### config.mk
export PLATFORM = sky130hd
export DESIGN_NAME = b_language_token_lexer_top
export DESIGN_NICKNAME = d
export VERILOG_FILES = /design/src/sv/bltl_pkg.sv /design/src/sv/b_language_token_lexer_top.sv
export SDC_FILE = /design/constraint.sdc
export NUM_CORES = 1
export LEC_CHECK = 0
export BUFFER_PORTS_ARGS = -buffer_cell sky130_fd_sc_hd__buf_4
export CORE_AREA = 2 2 80 101
export CTS_CLUSTER_DIAMETER = 100
export DETAILED_ROUTE_END_ITERATION = 8
export DIE_AREA = 0 0 82 103
export PLACE_DENSITY = 0.76
export SYNTH_ARGS = -nofsm -noshare
export SYNTH_HDL_FRONTEND = slang
export SYNTH_SLANG_ARGS = --single-unit
### constraint.sdc
create_clock -name clk -period 4.5 [get_ports clk]
set_input_delay 0.9 -clock clk [delete_from_list [all_inputs] [get_ports clk]]
set_output_delay 0.9 -clock clk [all_outputs]
set_load 0.02 [all_outputs]
### src/sv/bltl_pkg.sv
`default_nettype none

package bltl_pkg;

    // Token kinds as they appear in the token_kind field.
    typedef enum logic [4:0] {
        KIND_INVALID = 5'd0,
        KIND_EOF     = 5'd1,
        KIND_IDENT   = 5'd2,
        KIND_INT     = 5'd3,
        KIND_LBRACE  = 5'd4,
        KIND_RBRACE  = 5'd5,
        KIND_LPAREN  = 5'd6,
        KIND_RPAREN  = 5'd7,
        KIND_COMMA   = 5'd8,
        KIND_SEMI    = 5'd9,
        KIND_EQ      = 5'd10,
        KIND_ADD     = 5'd11,
        KIND_SUB     = 5'd12,
        KIND_MUL     = 5'd13,
        KIND_DIV     = 5'd14,
        KIND_MOD     = 5'd15,
        KIND_EXTRN   = 5'd16,
        KIND_AUTO    = 5'd17
    } kind_t;

    // One result item as it waits in the output queue.
    typedef struct packed {
        logic       last;
        logic [7:0] length;
        kind_t      kind;
    } token_t;

    localparam logic [2:0] AUTO_LEN  = 3'd4;
    localparam logic [2:0] EXTRN_LEN = 3'd5;

    function automatic kind_t single_kind(input logic [7:0] c);
        kind_t k;
        begin
            case (c)
                8'h7B:   k = KIND_LBRACE;
                8'h7D:   k = KIND_RBRACE;
                8'h28:   k = KIND_LPAREN;
                8'h29:   k = KIND_RPAREN;
                8'h2C:   k = KIND_COMMA;
                8'h3B:   k = KIND_SEMI;
                8'h3D:   k = KIND_EQ;
                8'h2B:   k = KIND_ADD;
                8'h2D:   k = KIND_SUB;
                8'h2A:   k = KIND_MUL;
                8'h2F:   k = KIND_DIV;
                8'h25:   k = KIND_MOD;
                default: k = KIND_INVALID;
            endcase
            return k;
        end
    endfunction

    // Character expected at a given position of "auto".
    function automatic logic [7:0] auto_char(input logic [2:0] pos);
        logic [7:0] r;
        begin
            case (pos)
                3'd0:    r = 8'h61;
                3'd1:    r = 8'h75;
                3'd2:    r = 8'h74;
                3'd3:    r = 8'h6F;
                default: r = 8'h00;
            endcase
            return r;
        end
    endfunction

    // Character expected at a given position of "extrn".
    function automatic logic [7:0] extrn_char(input logic [2:0] pos);
        logic [7:0] r;
        begin
            case (pos)
                3'd0:    r = 8'h65;
                3'd1:    r = 8'h78;
                3'd2:    r = 8'h74;
                3'd3:    r = 8'h72;
                3'd4:    r = 8'h6E;
                default: r = 8'h00;
            endcase
            return r;
        end
    endfunction

endpackage

`default_nettype wire

### src/sv/b_language_token_lexer_top.sv
// Each result is registered into the output queue when the character that causes it is taken.
// Throughput: one character per clock while the queue has room. A character that both closes
// a word or number and forms a token of its own gives two results, closing token first; the input
// holds s_tready low once three results wait in the four-entry output queue.
// Reset (rst_n, asynchronous, active low) empties the queue and returns the scanner to idle.
`default_nettype none

module b_language_token_lexer_top #(
    parameter int MAX_TOKEN_LEN = 255
) (
    input  wire logic        clk,
    input  wire logic        rst_n,
    input  wire logic        s_tvalid,
    output logic             s_tready,
    input  wire logic [7:0]  s_tdata,   // [7:0] ch
    output logic             m_tvalid,
    input  wire logic        m_tready,
    output logic [15:0]      m_tdata,   // [4:0] token_kind, [12:5] token_length, [15:13] zero
    output logic             m_tlast    // last_of_run
);

    // Width of the running length counter; it must be able to hold MAX_TOKEN_LEN itself.
    localparam int LW = $clog2(MAX_TOKEN_LEN + 1);

    typedef enum logic [1:0] {
        MODE_IDLE,
        MODE_IDENT,
        MODE_INT
    } mode_t;

    typedef enum logic [1:0] {
        CAND_NONE,
        CAND_AUTO,
        CAND_EXTRN
    } cand_t;

    // Scanner state.
    mode_t          mode_reg, mode_next;
    logic [LW-1:0]  run_reg, run_next;
    logic [2:0]     prog_reg, prog_next;
    cand_t          cand_reg, cand_next;

    // Output queue: entry 0 is the one shown on the master port.
    bltl_pkg::token_t q_reg [4];
    bltl_pkg::token_t q_next [4];
    logic [2:0]       count_reg, count_next;

    logic [7:0] ch;
    logic       accept;
    logic       pop;
    logic       is_alpha, is_digit, is_word, is_space;
    logic       closing;
    logic       starts_result;
    bltl_pkg::token_t close_tok, start_tok;
    bltl_pkg::token_t res0, res1;
    logic [1:0] n_res;
    logic [1:0] push_n;
    logic [2:0] rem;
    bltl_pkg::token_t sh [4];
    logic [31:0] len_wide;
    logic [7:0]  shown_len;
    bltl_pkg::kind_t word_kind;

    assign ch     = s_tdata;
    // Room for two more results is guaranteed while at most two wait, so a character
    // that closes a token can follow one that did the same without a gap.
    assign s_tready = (count_reg <= 3'd2);
    assign accept = s_tvalid && s_tready;
    assign m_tvalid = (count_reg != 3'd0);
    assign pop    = m_tvalid && m_tready;
    assign m_tdata = {3'b000, q_reg[0].length, q_reg[0].kind};
    assign m_tlast = q_reg[0].last;

    // Character classes.
    always_comb
    begin
        is_alpha = (ch >= 8'h61 && ch <= 8'h7A) || (ch >= 8'h41 && ch <= 8'h5A);
        is_digit = (ch >= 8'h30 && ch <= 8'h39);
        is_word  = is_alpha || is_digit || (ch == 8'h5F) || (ch == 8'h2E);
        is_space = (ch == 8'h20) || (ch == 8'h09) || (ch == 8'h0A) || (ch == 8'h0D)
                   || (ch == 8'h0C);
    end

    // Length as reported: anything beyond 255 is shown as 255.
    always_comb
    begin
        len_wide  = 32'(run_reg);
        shown_len = (len_wide > 32'd255) ? 8'hFF : len_wide[7:0];
    end

    // An identifier is a keyword only if every character matched and nothing followed.
    always_comb
    begin
        if (cand_reg == CAND_AUTO && prog_reg == bltl_pkg::AUTO_LEN)
        begin
            word_kind = bltl_pkg::KIND_AUTO;
        end
        else if (cand_reg == CAND_EXTRN && prog_reg == bltl_pkg::EXTRN_LEN)
        begin
            word_kind = bltl_pkg::KIND_EXTRN;
        end
        else
        begin
            word_kind = bltl_pkg::KIND_IDENT;
        end
    end

    // Next scanner state and the results this character produces.
    always_comb
    begin
        mode_next = mode_reg;
        run_next  = run_reg;
        prog_next = prog_reg;
        cand_next = cand_reg;
        closing   = 1'b0;
        starts_result = 1'b0;
        close_tok = '{last: 1'b0, length: shown_len, kind: bltl_pkg::KIND_IDENT};
        start_tok = '{last: 1'b0, length: 8'd1, kind: bltl_pkg::KIND_INVALID};

        if (mode_reg == MODE_IDENT && is_word)
        begin
            // The identifier goes on; count it and follow the keyword match.
            if (run_reg < LW'(MAX_TOKEN_LEN))
            begin
                run_next = run_reg + LW'(1);
            end
            if (cand_reg == CAND_AUTO)
            begin
                if (prog_reg < bltl_pkg::AUTO_LEN && ch == bltl_pkg::auto_char(prog_reg))
                begin
                    prog_next = prog_reg + 3'd1;
                end
                else
                begin
                    cand_next = CAND_NONE;
                end
            end
            else if (cand_reg == CAND_EXTRN)
            begin
                if (prog_reg < bltl_pkg::EXTRN_LEN && ch == bltl_pkg::extrn_char(prog_reg))
                begin
                    prog_next = prog_reg + 3'd1;
                end
                else
                begin
                    cand_next = CAND_NONE;
                end
            end
        end
        else if (mode_reg == MODE_INT && is_digit)
        begin
            if (run_reg < LW'(MAX_TOKEN_LEN))
            begin
                run_next = run_reg + LW'(1);
            end
        end
        else
        begin
            // Any open token ends here, then the character is taken on its own.
            if (mode_reg == MODE_IDENT)
            begin
                closing = 1'b1;
                close_tok.kind = word_kind;
            end
            else if (mode_reg == MODE_INT)
            begin
                closing = 1'b1;
                close_tok.kind = bltl_pkg::KIND_INT;
            end
            mode_next = MODE_IDLE;

            if (is_space)
            begin
                mode_next = MODE_IDLE;
            end
            else if (is_alpha)
            begin
                mode_next = MODE_IDENT;
                run_next  = LW'(1);
                prog_next = 3'd1;
                if (ch == 8'h61)
                begin
                    cand_next = CAND_AUTO;
                end
                else if (ch == 8'h65)
                begin
                    cand_next = CAND_EXTRN;
                end
                else
                begin
                    cand_next = CAND_NONE;
                end
            end
            else if (is_digit)
            begin
                mode_next = MODE_INT;
                run_next  = LW'(1);
                prog_next = 3'd0;
                cand_next = CAND_NONE;
            end
            else if (ch == 8'h00)
            begin
                starts_result = 1'b1;
                start_tok.kind = bltl_pkg::KIND_EOF;
                start_tok.length = 8'd0;
            end
            else
            begin
                starts_result = 1'b1;
                start_tok.kind = bltl_pkg::single_kind(ch);
            end
        end

        // Order the results and mark the final one of this character.
        start_tok.last = 1'b1;
        if (closing)
        begin
            res0 = close_tok;
            res0.last = !starts_result;
            res1 = start_tok;
            n_res = starts_result ? 2'd2 : 2'd1;
        end
        else
        begin
            res0 = start_tok;
            res1 = start_tok;
            n_res = starts_result ? 2'd1 : 2'd0;
        end
    end

    // Queue update: drop the head if taken, then append this character's results.
    always_comb
    begin
        push_n = accept ? n_res : 2'd0;
        rem    = count_reg - {2'b00, pop};
        sh[0]  = pop ? q_reg[1] : q_reg[0];
        sh[1]  = pop ? q_reg[2] : q_reg[1];
        sh[2]  = pop ? q_reg[3] : q_reg[2];
        sh[3]  = q_reg[3];
        for (int i = 0; i < 4; i++)
        begin
            if (3'(i) < rem)
            begin
                q_next[i] = sh[i];
            end
            else if (3'(i) == rem)
            begin
                q_next[i] = res0;
            end
            else
            begin
                q_next[i] = res1;
            end
        end
        count_next = rem + {1'b0, push_n};
    end

    always_ff @(posedge clk or negedge rst_n)
    begin
        if (!rst_n)
        begin
            mode_reg  <= MODE_IDLE;
            run_reg   <= '0;
            prog_reg  <= 3'd0;
            cand_reg  <= CAND_NONE;
            count_reg <= 3'd0;
        end
        else
        begin
            if (accept)
            begin
                mode_reg <= mode_next;
                run_reg  <= run_next;
                prog_reg <= prog_next;
                cand_reg <= cand_next;
            end
            count_reg <= count_next;
        end
    end

    always_ff @(posedge clk)
    begin
        for (int i = 0; i < 4; i++)
        begin
            q_reg[i] <= q_next[i];
        end
    end

endmodule

`default_nettype wire

=== Word-level counts from Yosys, hierarchy flattened ===
Memory sizes are Yosys's and may differ from the RTL's.
Index checks and enable logic that the tools add are counted.

* Register bits: 18
* Bits in latches: 0
* Bits in writable memories: 56
* Memory bits (read-only): 0
* Input port bits: 12
* Output and inout port bits: 19
* Word-level logic and storage cells: 174
* Memories: 1

{| class="wikitable"
|+ Memories
! name !! depth !! width !! rd ports !! clocked after Yosys merged registers in !! write ports !! RTL line !! RTL
|-
| q_reg || 4 || 14 || 4 || 0 || 4 || b_language_token_lexer_top.sv:44 || <nowiki>bltl_pkg::token_t q_reg [4];</nowiki>
|}

* $add $sub $neg: 4
* Multipliers: 0
* Div/mod/pow operators: 0
* Order comparisons: 14
* Equality and inequality tests: 43
* Shift-type cells: 0
* Muxes and demuxes: 75
* Bitwise operators: 2
* Reduce and logical (&&, ||, !) cells: 30

{| class="wikitable"
|+ Operators by type and width
! kind !! number
|-
| 14-bit 2-to-1 mux || 12
|-
| 8-bit by 6-bit equality test with 1-bit output (second input constant) || 12
|-
| 8-bit 2-to-1 mux || 11
|-
| 4-bit case mux with 12 select lines || 1
|-
| 8-bit by 7-bit equality test with 1-bit output (second input constant) || 5
|-
| 7-bit case mux with 5 select lines || 1
|-
| 2-bit 2-to-1 mux || 17
|-
| 8-bit by 4-bit equality test with 1-bit output (second input constant) || 4
|-
| 6-bit 2-to-1 mux || 5
|-
| 7-bit case mux with 4 select lines || 1
|-
| 3-bit 2-to-1 mux || 9
|-
| 5-bit 2-to-1 mux || 5
|-
| 8-bit equality test || 2
|-
| 8-bit by 7-bit >= comparator with 1-bit output (second input constant) || 2
|-
| 8-bit by 7-bit <= comparator with 1-bit output (second input constant) || 2
|-
| 7-bit AND reduction || 2
|-
| 1-bit 2-to-1 mux || 12
|-
| 1-bit logical AND || 11
|-
| 3-bit inequality test (second input constant) || 3
|-
| 8-bit by 1-bit adder with 8-bit output (second input constant) || 1
|-
| 8-bit by 6-bit >= comparator with 1-bit output (second input constant) || 1
|-
| 8-bit by 6-bit <= comparator with 1-bit output (second input constant) || 1
|-
| 8-bit zero test || 1
|-
| 1-bit logical OR || 8
|-
| 26 further kinds || 39
|}

=== Longest topological paths before layout ===
Gate-level depths: netlist (run 1).

* Depth in word-level cells: 14
* Mapped depth: 12
* Mapped depth without buffers: 10

=== Least setup slack after synthesis (run 1) ===
OpenSTA, ideal clock, no wires.

* Path kind: reg2reg
* Start: register, netlist name count_reg[2]
* End: memory q_reg[0][0] (netlist name), enable pin
* Library setup time: 361 ps
* Arrival: 3647 ps
* Data required time: 4139 ps
* Path slack: 492 ps
* Stages on the path, launching flop included: 12
* Path buffers: 2
* Period minus slack after synthesis: 4008 ps
* Cells stage by stage: dfrtp_1 > or3_1 > nand2_1 > inv_1 > ha_1 > ha_1 > xnor2_1 > and2_1 > clkbuf_1 > nand2_1 > clkbuf_1 > nand2_1

{| class="wikitable"
|+ RTL lines
! element !! RTL line
|-
| to (decl) || b_language_token_lexer_top.sv:44
|}

==> metrics.cfg, run 1 <==
[grt]
grt_usage_pct = 24.55
grt_pass1_wl_um = 15610
grt_antenna_before_repair = 0
grt_max_degree = 35
grt_pass1_vias = 3251
overflow = 0

[routing]
vias = 3489
drtAntennaViolNets = 0
firstDrtPassIters = 5
routedWlPerCell_um = 16.81
drt_iter0_drc = 221
drt_wl_total_um = 9632
drc = 0
viasPerCell = 6.089

[cells_and_area]
largest_reg_flops = 56
fin_util_pct = 64.75
layout-drive-gt1-share_pct = 13.39
fill_cells = 601
diodes = 0
final_net_count = 499
area_growth_pct = 9.907
layout.cells.non_filler = 573

[floorplanning]
coreArea_mm2 = 0.007567
die_w_um = 82
io_pins = 31
initial_utilization_pct = 58.91
dieArea_mm2 = 0.008446
rows = 36
die_y_um = 103

[worst_setup_path]
cp-start-kind = register
reg2reg_depth = 10
cp-end-kind = register
crit_arrival_ns = 3.42
required_ns = 4.62
critPathMaxFanout = 17
worstSetupPathType = register to register

[power_and_ir_drop]
power_density_mw_per_mm2 = 709.3
p_leak_uw = 0.001923
peakVddDrop_v = 0.0003735

[synthesis]
avgSynthCellArea_um2 = 9.670
synth.top_cells.by_area = edfxtp_1 (38%), dfrtp_1 (10%), nand2_1 (5.6%), o21ai_0 (5.3%), ha_1 (3.6%)
syn_area_mm2 = 0.004458
synthDominantAreaCellType = edfxtp_1
synth_cell_types = 70
async_flop_share_pct = 24.32
synth_seq_cells = 74
synth_edf_count = 56
synth_top_area_share_pct = 37.72
syn-instance-count = 461
ys.flop_type = edfxtp_1
yosysWarnings = 0
yosysSeqAreaShare_pct = 47.82

[clocking]
post_cts_buffers = 0
clock_sinks = 74
ctsResizeCount = 0
cts_inserted_buffers = 9
worstSkewPairLatency_ns = 0.36
postCtsHoldBufs = 0
htree_levels = 3
path_clk_slew_ns = 0.08
clockBufferDepth = 2
cts_tree = yes
cts_root_buf = clkbuf_8

[job]
max_cap_viol_count = 0

[place]
dp.cells = 557
portBuffers = 27
hpwl_um = 6912
place_congestion = 0.8409

[timing]
finalSetupViolCount = 0
worstMarginPinSlew_ns = 0.7039
min_period_ns = 3.305
fmax_mhz = 302.6
final_min_period_over_clock_period_pct = 73.44
rsz0062_at_grt = false
skew_ns = 0.01316
tns_ns = 0
slew_viol_final = 0
hold_viol_final = 0
relSlewSlack_pct = 52.94

[hold_path]
min_path_type = input port to asynchronous set/reset pin

[status]
run_status = complete, no violations

path summary, 6_finish.rpt:
kind / from / end / slack, ns
max in group asynchronous: rst_n / run_reg[6] / 3.91
min in group clk: q_reg[2][2] / q_reg[1][2] / 0.51
hold / removal: rst_n / run_reg[1] / 0.39
setup / recovery: count_reg[2] / q_reg[3][5] / 1.20
hold reg to reg: q_reg[2][2] / q_reg[1][2] / 0.51
setup reg to reg: count_reg[2] / q_reg[3][5] / 1.20
synthesized netlist by cell type (3+ instances only):
| cell | count |
|---|---|
| nand2_1 | 66 |
| edfxtp_1 | 56 |
| o21ai_0 | 47 |
| nor2_1 | 35 |
| nand3_1 | 22 |
| clkbuf_1 | 21 |
| a21oi_1 | 19 |
| dfrtp_1 | 18 |
| inv_1 | 15 |
| ha_1 | 13 |
| and2_1 | 12 |
| nor3_1 | 8 |
| and3_1 | 7 |
| mux2i_1 | 7 |
| nand2b_1 | 6 |
| nand4_1 | 6 |
| xnor2_1 | 6 |
| xor2_1 | 6 |
| or3_1 | 5 |
| a22o_1 | 4 |
| a32oi_1 | 4 |
| buf_2 | 4 |
| buf_4 | 4 |
| nand3b_1 | 4 |
| nor2b_1 | 4 |
| a31oi_1 | 3 |
| o2111ai_1 | 3 |
| o22ai_1 | 3 |
per-stage QoR:
step	area [um2]	power, uW	setup WS [ns]	hold WS (ns)
2_1_floorplan	4466	2436	0.4920	0.4823
3_3_place_gp	4676	2839	1.130	0.4903
3_5_place_dp	4676	2908	1.053	0.4965
4_1_cts	4900	3479	1.224	0.3901
5_1_grt	4900	3725	0.9941	0.4070
6_report	4900	3475	1.195	0.3919
metal layers:
layer  wire, um  vias to the layer above  GRT usage, %
li1           -                     1693             -
met3        398                       15         4.553
met5          0                        -             0
met4        145                        0         9.487
met1       3893                     1676         29.87
met2       5195                      105         42.84
report_power, final:
group / total, uW / switching [uW] / internal, uW
clock network: 568 / 248 / 320
registers: 1350 / 147 / 1210
logic: 1550 / 1020 / 536
total: 3480 / 1410 / 2060
cell families after synthesis:
group | share of synthesized area [%]
other | 0.08412
multiplexers | 2.161
XOR/XNOR | 2.358
adder cells (fa/ha/maj) | 4.098
buffers and inverters | 4.940
AND/OR/NAND/NOR | 21.11
flip-flops | 47.82
AO/OA/AOI/OAI | 17.43
final cells by class:
| type | instances | area [um2] | area share, % |
|---|---|---|---|
| sequential | 74 | 2132 | 43.51 |
| clock buffer | 13 | 180.2 | 3.677 |
| multi-input combinational | 340 | 2121 | 43.28 |
| tap | 95 | 118.9 | 2.426 |
| clock inverter | 3 | 43.79 | 0.8938 |
| timing repair buffer | 33 | 247.7 | 5.056 |
| inverter | 15 | 56.30 | 1.149 |
layout by cell type, fill, tap and decap left out, types with 3 or more instances in the layout:
cell,Yosys,routed
nand2b_1,6,6
ha_1,13,13
a32oi_1,4,4
a31oi_1,3,3
clkbuf_8,0,11
and2_1,12,12
a22o_1,4,4
nand2_1,66,66
xnor2_1,6,5
a21oi_1,19,19
buf_4,4,33
inv_1,15,15
xor2_1,6,6
nand3_1,22,22
edfxtp_1,56,56
o21ai_0,47,47
nand3b_1,4,4
nand4_1,6,6
mux2i_1,7,7
conb_1,1,3
o22ai_1,3,3
o2111ai_1,3,3
nor2b_1,4,4
nor2_1,35,35
or3_1,5,5
nor3_1,8,8
dfrtp_1,18,18
and3_1,7,7
critical path, stage by stage (launching register included):
cell       delay, ns
dfrtp_1         0.42
or3_1           0.40
nand2_1         0.15
inv_1           0.06
ha_1            0.18
ha_1            0.21
xnor2_2         0.22
buf_4           0.28
nand3_1         0.18
a2111oi_4       0.60
mux2_4          0.35
Power figures use the tool's default switching activity.
==> run 2: changes to the inputs <==
- clock period: 4.5 -> 3.2 ns (I/O delays scaled with it)
==> metrics.cfg, run 2 (same netlist as run 1, synthesis figures left out) <==
[worst_setup_path]
crit_path_max_incr_delay_ns = 0.46
cp-start-kind = register
crit_arrival_ns = 3.06
cp-startpoint = count_reg[2]
critPathSlowestCell = dfrtp_1
worstSetupPathType = register to register
regToRegSetupSlack_ns = 0.24
critPathMaxFanout = 29
r2r_start = count_reg[2]
endpoint = q_reg[2][1]
cp-end-kind = register
r2r-end = q_reg[2][1]
required_ns = 3.30
reg2reg_depth = 12
crit_chain = or3_4, nand2_1, inv_1, ha_1, ha_1, xnor2_4, buf_4, nand3_1, buf_4, and3_1, a21oi_1, o21ai_0

[routing]
routedWlPerCell_um = 16.38
firstDrtPassIters = 6
vias = 3495
drtAntennaViolNets = 0
viasPerCell = 6.005
drt_wl_total_um = 9531
drt_iter0_drc = 264
drc = 0

[grt]
grt_usage_pct = 24.38
grt_pass1_vias = 3274
overflow = 0
grt_pass1_wl_um = 15640
grt_antenna_before_repair = 0
grt_max_degree = 30

[clocking]
cts_tree = yes
htree_levels = 3
ctsResizeCount = 0
clock_sinks = 74
cts_root_buf = clkbuf_8
path_clk_slew_ns = 0.08
cts_inserted_buffers = 9
worstSkewPairLatency_ns = 0.35
postCtsHoldBufs = 0
post_cts_buffers = 0
clockBufferDepth = 2

[power_and_ir_drop]
power_switching_uw = 2028
p_total_uw = 4925
peakVddDrop_v = 0.0004929
power_density_mw_per_mm2 = 991.2
p_int_uw = 2897
clkPwrFrac_pct = 14.9
p_leak_uw = 0.001951
seqPwrFrac_pct = 38.5
switching_share_pct = 41.17
combPwrFrac_pct = 46.6

[cells_and_area]
fill_cells = 624
largest_reg_flops = 56
mostFrequentLayoutCells = nand2_1 (65), edfxtp_1 (56), o21ai_0 (47)
final_common_cell = nand2_1
design_area_mm2 = 0.004969
area_growth_pct = 11.45
diodes = 0
final_net_count = 508
layout-drive-gt1-share_pct = 15.61

[timing]
relSlewSlack_pct = 56.61
hold_slack_ns = 0.1399
finalSetupViolCount = 0
worstMarginPinSlew_ns = 0.6479
final_min_period_over_clock_period_pct = 92.49
slew_viol_final = 0
skew_ns = 0.008720
tns_ns = 0
fmax_mhz = 337.9
min_period_ns = 2.960
rsz0062_at_grt = false
hold_viol_final = 0
setup_ws_ns = 0.2403

[floorplanning]
dieArea_mm2 = 0.008446
initial_utilization_pct = 58.91
die_w_um = 82
io_pins = 31
rows = 36
coreArea_mm2 = 0.007567
die_y_um = 103

[status]
run_status = complete, no violations

[job]
max_cap_viol_count = 0

[place]
placed_area_mm2 = 0.004767
portBuffers = 27
pre_cts_ws_ns = 0.2138
place_congestion = 0.8222
hpwl_um = 7209

[hold_path]
min_path_type = input port to asynchronous set/reset pin

run 2: layout make-up:
cell class / instances / area [um2] / share of cell area [%]
tap: 95 / 118.9 / 2.392
multi-input combinational: 340 / 2145 / 43.16
inverter: 15 / 56.30 / 1.133
sequential: 74 / 2132 / 42.91
clock inverter: 7 / 77.57 / 1.561
timing repair buffer: 42 / 315.3 / 6.346
clock buffer: 9 / 123.9 / 2.493
run 2: through the flow:
step / std cells / utilization (%)
finish: 582 / 65.66
global route: 582 / 65.66
CTS: 582 / 65.66
detailed placement: 566 / 63.00
global placement: 566 / 63.00
floorplan: 463 / -
run 2: how the worst min path moves through the flow:
stage | start | endpoint | slack (ns) | depth (start not counted)
after floorplan | rst_n | cand_reg[0] | 0.34 | 0
after global placement | q_reg[2][2] | q_reg[1][2] | 0.49 | 2
after detailed placement | rst_n | run_reg[3] | 0.52 | 1
after CTS | rst_n | run_reg[4] | 0.14 | 1
after global routing | rst_n | run_reg[4] | 0.14 | 1
final | rst_n | prog_reg[2] | 0.14 | 1
run 2: routing by layer:
layer / up-vias / part of all wire, % / routed length (um) / GRT usage (%)
met5: - / 0 / 0 / 0
met4: 0 / 2.3 / 216 / 8.974
met3: 17 / 4.6 / 437 / 4.203
met2: 106 / 54 / 5111 / 43.40
met1: 1660 / 40 / 3766 / 29.29
li1: 1712 / - / - / -
run 2: worst max-delay path, delay by kind of cell, from the launching register on:
family / cells / cell delay (ns)
and+or+nand+nor: 4 / 0.85
xor gates and xnor gates: 1 / 0.27
AOI/OAI and AO/OA: 2 / 0.18
DFF: 1 / 0.46
buffers and inverters: 3 / 0.50
adders and majority gates: 2 / 0.43
run 2: power by group through the flow:
stage	Combinational, uW	Clock (uW)	Sequential [uW]
2_1_floorplan	1500	0	1970
3_3_place_gp	2200	0	1890
3_5_place_dp	2270	0	1920
4_1_cts	2290	742	1900
5_1_grt	2550	784	1940
6_report	2300	734	1890
==> run 3: changes to the inputs <==
- ABC_AREA: not set -> 1
- CORE_AREA: 2 2 80 101 -> 2 2 80 102
- DIE_AREA: 0 0 82 103 -> 0 0 82 104
==> metrics.cfg, run 3 <==
[status]
run_status = complete, no violations

[clocking]
clockBufferDepth = 2
postCtsHoldBufs = 0
htree_levels = 3
path_clk_slew_ns = 0.09
worstSkewPairLatency_ns = 0.37
cts_inserted_buffers = 9
post_cts_buffers = 0
cts_root_buf = clkbuf_8
ctsResizeCount = 0
cts_tree = yes
clock_sinks = 74

[place]
place_congestion = 0.9046
pre_cts_ws_ns = 0.1935
hpwl_um = 7838
portBuffers = 27

[timing]
tns_ns = 0
hold_viol_final = 0
min_period_ns = 2.888
fmax_mhz = 346.2
skew_ns = 0.01330
relSlewSlack_pct = 60.63
worstMarginPinSlew_ns = 0.5891
final_min_period_over_clock_period_pct = 90.26
slew_viol_final = 0
setup_ws_ns = 0.3116
finalSetupViolCount = 0
rsz0062_at_grt = false

[power_and_ir_drop]
clkPwrFrac_pct = 15.5
power_switching_uw = 2104
seqPwrFrac_pct = 39.1
p_leak_uw = 0.002246
power_density_mw_per_mm2 = 977.7
combPwrFrac_pct = 45.4
switching_share_pct = 42.86
peakVddDrop_v = 0.0006320
p_total_uw = 4910
p_int_uw = 2806

[worst_setup_path]
worstSetupPathType = register to register
crit_arrival_ns = 2.89
cp-startpoint = count_reg[2]
reg2reg_depth = 13
r2r-end = q_reg[0][6]
r2r_start = count_reg[2]
cp-end-kind = register
cp-start-kind = register
regToRegSetupSlack_ns = 0.31
critPathMaxFanout = 16
required_ns = 3.20
endpoint = q_reg[0][6]

[synthesis]
syn_area_mm2 = 0.004521
synth_cell_types = 44
synthTopCellsByCount = nand2_1 (135), inv_1 (62), edfxtp_1 (56)
yosysMostFrequentCell = nand2_1
yosysSeqAreaShare_pct = 47.16
yosysWarnings = 0
async_flop_share_pct = 24.32
synth_edf_count = 56
ys.flop_type = edfxtp_1
synthDominantAreaCellType = edfxtp_1
synth_seq_cells = 74
avgSynthCellArea_um2 = 8.249
synth.top_cells.by_area = edfxtp_1 (37%), nand2_1 (11%), dfrtp_1 (10%), inv_1 (5.1%), nand3_1 (5.0%)
synth_top_area_share_pct = 37.20
syn-instance-count = 548

[floorplanning]
die_w_um = 82
io_pins = 31
initial_utilization_pct = 59.74
rows = 36
dieArea_mm2 = 0.008528
die_y_um = 104
coreArea_mm2 = 0.007567

[routing]
drt_iter0_drc = 254
routedWlPerCell_um = 14.73
drtAntennaViolNets = 0
vias = 3712
firstDrtPassIters = 7
drc = 0
drt_wl_total_um = 10030
viasPerCell = 5.451

[cells_and_area]
layout-drive-gt1-share_pct = 17.58
diodes = 0
mostFrequentLayoutCells = nand2_1 (135), inv_1 (62), edfxtp_1 (56)
area_growth_pct = 11.10
seq_area_mm2 = 0.002132
final_common_cell = nand2_1
fill_cells = 648
final_net_count = 607
largest_reg_flops = 56
multi_input_area_mm2 = 0.002013

[grt]
grt_pass1_vias = 3815
grt_antenna_before_repair = 0
grt_max_degree = 24
grt_pass1_wl_um = 16840
overflow = 0
grt_usage_pct = 25.77

[hold_path]
min_path_type = input port to asynchronous set/reset pin

[job]
max_cap_viol_count = 0

==> run 3: changes by cell type in the layout (fill, tap and decap cells not counted), sizes merged, moves of 7 or more <==
cell   before  now
nand3      22   49
nand2      66  152
buf        42   34
nor2       35   66
and2       14    0
and3        7    0
inv        17   80
==> run 3: area by class of cell <==
class | count | share of cell area (%)
Sequential cell | 74 | 42.45
Clock inverter | 7 | 1.669
Multi-Input combinational cell | 384 | 40.08
Inverter | 78 | 5.879
Clock buffer | 9 | 2.466
Tap cell | 95 | 2.367
Timing Repair Buffer | 34 | 5.082
==> run 3: cells by family (layout without fill, tap and decap cells) <==
group,after synthesis,after routing,share of synthesized area (%)
AND/OR/NAND/NOR,288,288,29.51
buffers and inverters,92,128,8.718
flip-flops,74,74,47.16
AO/OA/AOI/OAI,73,73,9.134
adder cells (fa/ha/maj),14,14,4.041
XOR/XNOR,5,5,1.135
other,1,3,0.08295
multiplexers,1,1,0.2214
==> run 3: per-layer routing <==
metal | up-vias | global-route usage, % | wire [um]
met1 | 1735 | 27.88 | 3811
met3 | 29 | 5.122 | 341
li1 | 1858 | - | -
met5 | - | 0 | 0
met4 | 0 | 13.45 | 388
met2 | 90 | 45.70 | 5490
==> run 3: worst min path at each step <==
stage	cells past startpoint	to	slack, ns
global placement	2	cand_reg[0]	0.49
CTS	1	run_reg[3]	0.14
finish	1	mode_reg[0]	0.14
detailed placement	2	cand_reg[0]	0.50
global route	1	mode_reg[1]	0.15
floorplan	0	cand_reg[0]	0.34
==> run 3: stage by stage <==
stage	cells	util, %	hold slack [ns]	area (um2)
finish	681	66.37	0.1431	5022
global route	681	66.37	0.1476	5022
CTS	681	66.37	0.1380	5022
detailed placement	665	63.62	0.4984	4815
global placement	665	63.62	0.4927	4815
floorplan	550	-	0.3444	4539
==> run 3: power groups by stage <==
stage,Sequential [uW],Combinational [uW],Clock (uW)
after floorplan,2000,1470,0
after global placement,1920,2120,0
after detailed placement,1940,2210,0
after CTS,1920,2230,769
after global routing,1970,2490,809
final,1920,2230,762
==> run 3: critical path, cell delays in order, from the launching register on <==
cell and delay, ns:
dfrtp_1 0.45, nor2_1 0.13, nand2_1 0.07, nand2_1 0.15, inv_1 0.06, ha_1 0.18, ha_1 0.24, xnor2_4 0.16
inv_2 0.08, nor2_4 0.15, inv_2 0.16, nor2_4 0.20, inv_2 0.06, nand2_1 0.44
